[config.mk]
export PLATFORM = sky130hd
export DESIGN_NAME = sic_div_cell
export DESIGN_NICKNAME = d
export VERILOG_FILES = /design/src/design/sic_pkg.sv /design/src/design/sic_div_cell.sv
export SDC_FILE = /design/constraint.sdc
export NUM_CORES = 1
export LEC_CHECK = 0
export BUFFER_PORTS_ARGS = -buffer_cell sky130_fd_sc_hd__buf_2
export CORE_MARGIN = 2
export CORE_UTILIZATION = 56
export CTS_CLUSTER_DIAMETER = 40
export DETAILED_ROUTE_END_ITERATION = 8
export GPL_ROUTABILITY_DRIVEN = 0
export GPL_TIMING_DRIVEN = 0
export PLACE_DENSITY_LB_ADDON = 0.25
export SLEW_MARGIN = 25
export SYNTH_ARGS = -nofsm -noshare
export SYNTH_HDL_FRONTEND = slang
export SYNTH_SLANG_ARGS = --single-unit
[constraint.sdc]
create_clock -name clock -period 8.6 [get_ports clock]
set_input_delay 0.43 -clock clock [delete_from_list [all_inputs] [get_ports clock]]
set_output_delay 0.43 -clock clock [all_outputs]
set_load 0.05 [all_outputs]
[src/design/sic_pkg.sv]
// segment intersection core: shared types and constants
// status codes and the control word carried down the divider chain
// no dependencies
`timescale 1ns / 1ps

package sic_pkg;

   localparam int TOL_WIDTH = 16;

   typedef enum logic [1:0] {
      ST_CROSS        = 2'd0,
      ST_APART_FIRST  = 2'd1,
      ST_APART_SECOND = 2'd2,
      ST_PARALLEL     = 2'd3
   } status_type;

   typedef struct packed {
      status_type status;
      logic       neg_x;
      logic       neg_y;
      logic       ovf_x;
      logic       ovf_y;
   } ctl_type;

endpackage

[src/design/sic_div_cell.sv]
// segment intersection core: one restoring division cell
// produces one quotient bit for x and for y per beat, handing on to the next cell
// depends on sic_pkg
`timescale 1ns / 1ps

module sic_div_cell #(
   parameter int DMW = 34,
   parameter int Q   = 16
) (
   input  logic                 clock,
   input  logic                 reset,
   input  logic                 in_valid,
   output logic                 in_ready,
   input  sic_pkg::ctl_type     in_ctl,
   input  logic [DMW-1:0]       in_dm,
   input  logic [DMW+Q-1:0]     in_ax,
   input  logic [DMW+Q-1:0]     in_ay,
   output logic                 out_valid,
   input  logic                 out_ready,
   output sic_pkg::ctl_type     out_ctl,
   output logic [DMW-1:0]       out_dm,
   output logic [DMW+Q-1:0]     out_ax,
   output logic [DMW+Q-1:0]     out_ay
);

   logic                 valid_ff;
   sic_pkg::ctl_type     ctl_ff;
   logic [DMW-1:0]       dm_ff;
   logic [DMW+Q-1:0]     ax_ff, ay_ff, ax_in, ay_in;

   function automatic logic [DMW+Q-1:0] step(logic [DMW+Q-1:0] acc, logic [DMW-1:0] d);
      logic [DMW:0] t;
      logic [DMW:0] diff;
      logic         ge;
      t    = {acc[DMW+Q-1:Q], acc[Q-1]};
      diff = t - {1'b0, d};
      ge   = t >= {1'b0, d};
      return {ge ? diff[DMW-1:0] : t[DMW-1:0], acc[Q-2:0], ge};
   endfunction

   assign in_ready = !valid_ff || out_ready;
   assign ax_in    = step(in_ax, in_dm);
   assign ay_in    = step(in_ay, in_dm);

   always_ff @(posedge clock) begin
      if (reset) begin
         valid_ff <= 1'b0;
      end else if (in_ready) begin
         valid_ff <= in_valid;
      end
   end

   always_ff @(posedge clock) begin
      if (in_ready) begin
         ctl_ff <= in_ctl;
         dm_ff  <= in_dm;
         ax_ff  <= ax_in;
         ay_ff  <= ay_in;
      end
   end

   assign out_valid = valid_ff;
   assign out_ctl   = ctl_ff;
   assign out_dm    = dm_ff;
   assign out_ax    = ax_ff;
   assign out_ay    = ay_ff;

endmodule

== Yosys cells after proc, flatten, opt, wreduce, memory -nomap -nowiden ==
Cells that the tools add are included.
Storage, ports and cells
  bits in registers: 141
  input bits: 144
  output and inout bits: 142
  logic and storage cells: 17
Operators by class
  $add $sub $neg: 2
  order comparisons: 2
  mux-type cells: 2
  reductions and logical operators: 2
Operator list (number)
  $ge A35 B34 Y1: 2
  $mux W34: 2
  $sub A34 B34 Y34: 2
  $logic_not A1 Y1: 1
  $logic_or A1 B1 Y1: 1

== Depth between registers and ports, before layout ==
  depth after elaboration: 2
  mapped depth: 13

== Least setup slack after synthesis ==
No wires, ideal clock.
  path kind: input -> register
  start point: in out_ready
  end point: reg ax_ff[0] (netlist: out_ax[0]) (enable)
  data arrival time: 4.170 ns
  data required time: 8.057 ns
  slack: 3.887 ns
  cell stages on the path: 1
  cells stage by stage: nand2b_1
Between the ends
  longest elaborated chain between the ends: 1
Ends and longest elaborated chain
  start, declared: RTL line sic_div_cell.sv:19  | input logic out_ready,
  $logic_or A1 B1 Y1: RTL line sic_div_cell.sv:41  | assign in_ready = !valid_ff || out_ready;
  end signal, assigned: RTL line sic_div_cell.sv:57  | ax_ff <= ax_in;
  end, declared: RTL line sic_div_cell.sv:29  | logic [DMW+Q-1:0] ax_ff, ay_ff, ax_in, ay_in;
No other way between the ends.
A chain may end at the register's enable or synchronous reset.

== Worst setup path in the final report ==
  start point: in in_dm[17]
  end point: reg ay_ff[30] (netlist: out_ay[30]) (data pin)
Between the ends
  longest elaborated chain between the ends: 2
Ends and longest elaborated chain
  start, declared: RTL line sic_div_cell.sv:15  | input logic [DMW-1:0] in_dm,
  $ge A35 B34 Y1: RTL line sic_div_cell.sv:37  | ge = t >= {1'b0, d};
  $mux W34: RTL line sic_div_cell.sv:38  | return {ge ? diff[DMW-1:0] : t[DMW-1:0], acc[Q-2:0], ge};
  net ay_in[30]: RTL line sic_div_cell.sv:29
  end signal, assigned: RTL line sic_div_cell.sv:58  | ay_ff <= ay_in;
  end, declared: RTL line sic_div_cell.sv:29
The timed path passes the listed nets, and every way through them passes these cells.

==> summary.txt <==
status: finished clean
Max Clk Rate: 268 MHz
vias per inst: 5.70
WP data required: 8.76 ns
top_reg_cell synth: edfxtp_1
Root Buffer: clkbuf_16
largest net degree at the start of global routing: 49
average wire per standard cell: 18.3 µm
Post-Syn Area: 0.00910 mm²
critical path class: in2reg
ys async rst share: 0%
syn_nets: 1067
Final Hold Vio Count: 0
initial antenna violation count: 6
H-tree depth: 4
Clock Pin Slew Worst Setup and Hold Paths: 0.07 ns
vias in the first global route: 7610
Synth top area share: 46.2%
Slew HR: 54.4%
clk sinks: 141
TritonCTS clock tree: yes
startpoint types: primary input
# DRC: 0
Core Area: 0.0159 mm²
# Post-CTS Setup Buffers: 0
top cells by area, synth: edfxtp_1 (46%), ha_1 (9.3%), mux2_2 (5.4%)
CTS Buf Count: 17
first-pass GRT wire length: 39300 µm
crit-path max FO: 10
Clock Path Buffers: 2
Tcrit/Tclk final: 43.5%
hold_buf cts: 0
Post-CTS Resized: 0
count leader, synth: edfxtp_1
synth unique cells: 67
Post-Route WL: 25500 µm
Max-Cap Viols: 0
drt first pass iters: 5
register area: 0.00422 mm²
Multi-input gate area: 0.00454 mm²
max-slew violations: 0
Post-synth EDFFs: 140
Synth Area per Inst: 10.7 µm²
commonest cells in the synthesized netlist: edfxtp_1 (140), a21oi_1 (88), ha_1 (68)
row cnt: 46
fin util: 72.3%
Worst Path Arrival: 3.90 ns
area delta synth->final: 26.2%
sequential-to-total area share from yosys stat: 46.4%
final net count: 1374
synthesized instance count: 853
number of I/O port buffers: 285
fin crit period: 3.74 ns
Clk Latency, worst-skew pair: 0.43 ns
RSZ-0062 raised after global routing: no
Static Leak: 5.21 nW
leading area contributor after synthesis: edfxtp_1
Worst Clk Skew: 0.00822 ns
fill cell count: 1193
Antenna Nets Post-Route: 0
die area: 0.0173 mm²
min-delay worst type: in2reg
Total GRT Usage: 29.0%
share of cells above drive strength 1: 33.2%
initial DRC count: 658
setup violators final: 0
I/O Pins: 286
Die W: 131 µm
Seq cells post-synth: 141
Worst-Margin Slew: 0.667 ns
Die Ht: 131 µm
Vias: 7947
Initial Utilization: 57.3%
Fin Setup TNS: 0 ns
critical path endpoint category: register
peak supply drop: 0.132 mV
Final HPWL DP: 20000 µm
Synthesis Warnings: 0
total grt overflow: 0
cell area power density: 220 mW/mm²
placed cells by master (no fill, tap or decap), types with 3 or more instances in the layout:
cell / netlist / layout
clkbuf_1: 17 / 17
a31oi_1: 8 / 8
o21a_1: 7 / 7
nand3_1: 16 / 16
and4_1: 3 / 3
xor2_1: 18 / 18
o21bai_1: 9 / 9
ha_1: 68 / 68
nor3_1: 13 / 13
or2_2: 5 / 5
xnor2_1: 33 / 33
o311a_1: 4 / 4
o21ai_0: 33 / 33
buf_6: 3 / 3
diode_2: 0 / 4
a2111oi_0: 5 / 5
nor2_1: 65 / 65
and3_1: 7 / 7
buf_2: 5 / 290
inv_6: 0 / 6
or3_1: 3 / 3
mux2_2: 44 / 44
inv_1: 59 / 59
a211oi_1: 6 / 6
o311ai_0: 4 / 4
nand2_1: 54 / 54
o31ai_1: 3 / 3
nor2b_1: 7 / 7
and2_1: 5 / 5
clkbuf_16: 0 / 17
nand2b_1: 7 / 6
nor4_1: 5 / 5
a21oi_1: 88 / 88
nand4_1: 12 / 12
edfxtp_1: 140 / 140
a31o_2: 5 / 5
a21o_1: 38 / 38
o211ai_1: 8 / 8
mux2i_1: 5 / 5
final timing paths:
check                                from         end  slack (ns)  depth (start not counted)
worst min-delay path                reset   out_valid        0.14                          2
worst max register to register  out_valid  out_dm[16]        7.10                          3
worst min register to register  out_valid  out_ay[19]        0.82                          1
worst max-delay path            in_dm[17]  out_ay[30]        4.86                         12
where the power goes:
part	leakage, nW	switching [mW]	internal, mW
registers	1.45	0.0216	0.869
logic	3.47	0.626	0.269
clock network	0.285	0.325	0.413
registers in the layout, summed over array words and instances, names as in the netlist:
| name | cells |
|---|---|
| out_ax | 50 |
| out_ay | 50 |
| out_dm | 34 |
| out_ctl | 6 |
| out_valid | 1 |
worst max-delay path, cell delays in order:
cell and delay, ns:
buf_2 0.13, inv_1 0.08, ha_1 0.38, and2_1 0.23, and3_1 0.21, a22oi_1 0.47, a31oi_1 0.30, a211o_2 0.43
a21o_1 0.20, a31oi_4 0.44, buf_6 0.23, mux2_2 0.37
routing by layer:
| layer | track usage, % | vias to the layer above | wire length [µm] |
|---|---|---|---|
| met2 | 49.4 | 377 | 12400 |
| met3 | 6.21 | 59 | 1930 |
| met4 | 13.0 | 6 | 828 |
| met5 | 0 | - | 36 |
| li1 | - | 3856 | - |
| met1 | 35.5 | 3649 | 10300 |
through the flow:
| stage | instance area [µm²] | total power, mW | hold slack [ns] | cells | setup WS, ns |
|---|---|---|---|---|---|
| finish | 11500 | 2.52 | 0.145 | 1393 | 4.86 |
| global route | 11500 | 2.62 | 0.145 | 1392 | 4.71 |
| CTS | 11500 | 2.53 | 0.135 | 1389 | 4.91 |
| detailed placement | 10900 | 1.79 | 0.587 | 1357 | 4.45 |
| global placement | 10800 | 1.78 | 0.585 | 1354 | 2.20 |
| floorplan | 9100 | 1.58 | 0.499 | 853 | 3.89 |
cell families (layout without fill, tap and decap cells):
group / count (synthesis) / after routing / synth area share [%]
DFF: 141 / 141 / 46.4
and+or+nand+nor: 209 / 209 / 11.0
other: 0 / 4 / 0
adders and majority gates: 70 / 70 / 9.79
AOI/OAI and AO/OA: 248 / 248 / 18.1
muxes: 49 / 49 / 5.99
buffers and inverters: 85 / 405 / 3.82
xor gates and xnor gates: 51 / 51 / 4.91
layout make-up:
class	instances	area share, %
Clock inverter	15	1.48
Multi-Input combinational cell	627	39.5
Timing Repair Buffer	288	13.1
Sequential cell	141	36.8
Buffer	25	1.07
Clock buffer	17	3.70
Antenna cell	4	0.0872
Inverter	60	1.96
Tap cell	216	2.35
Power figures use the tool's default switching activity.
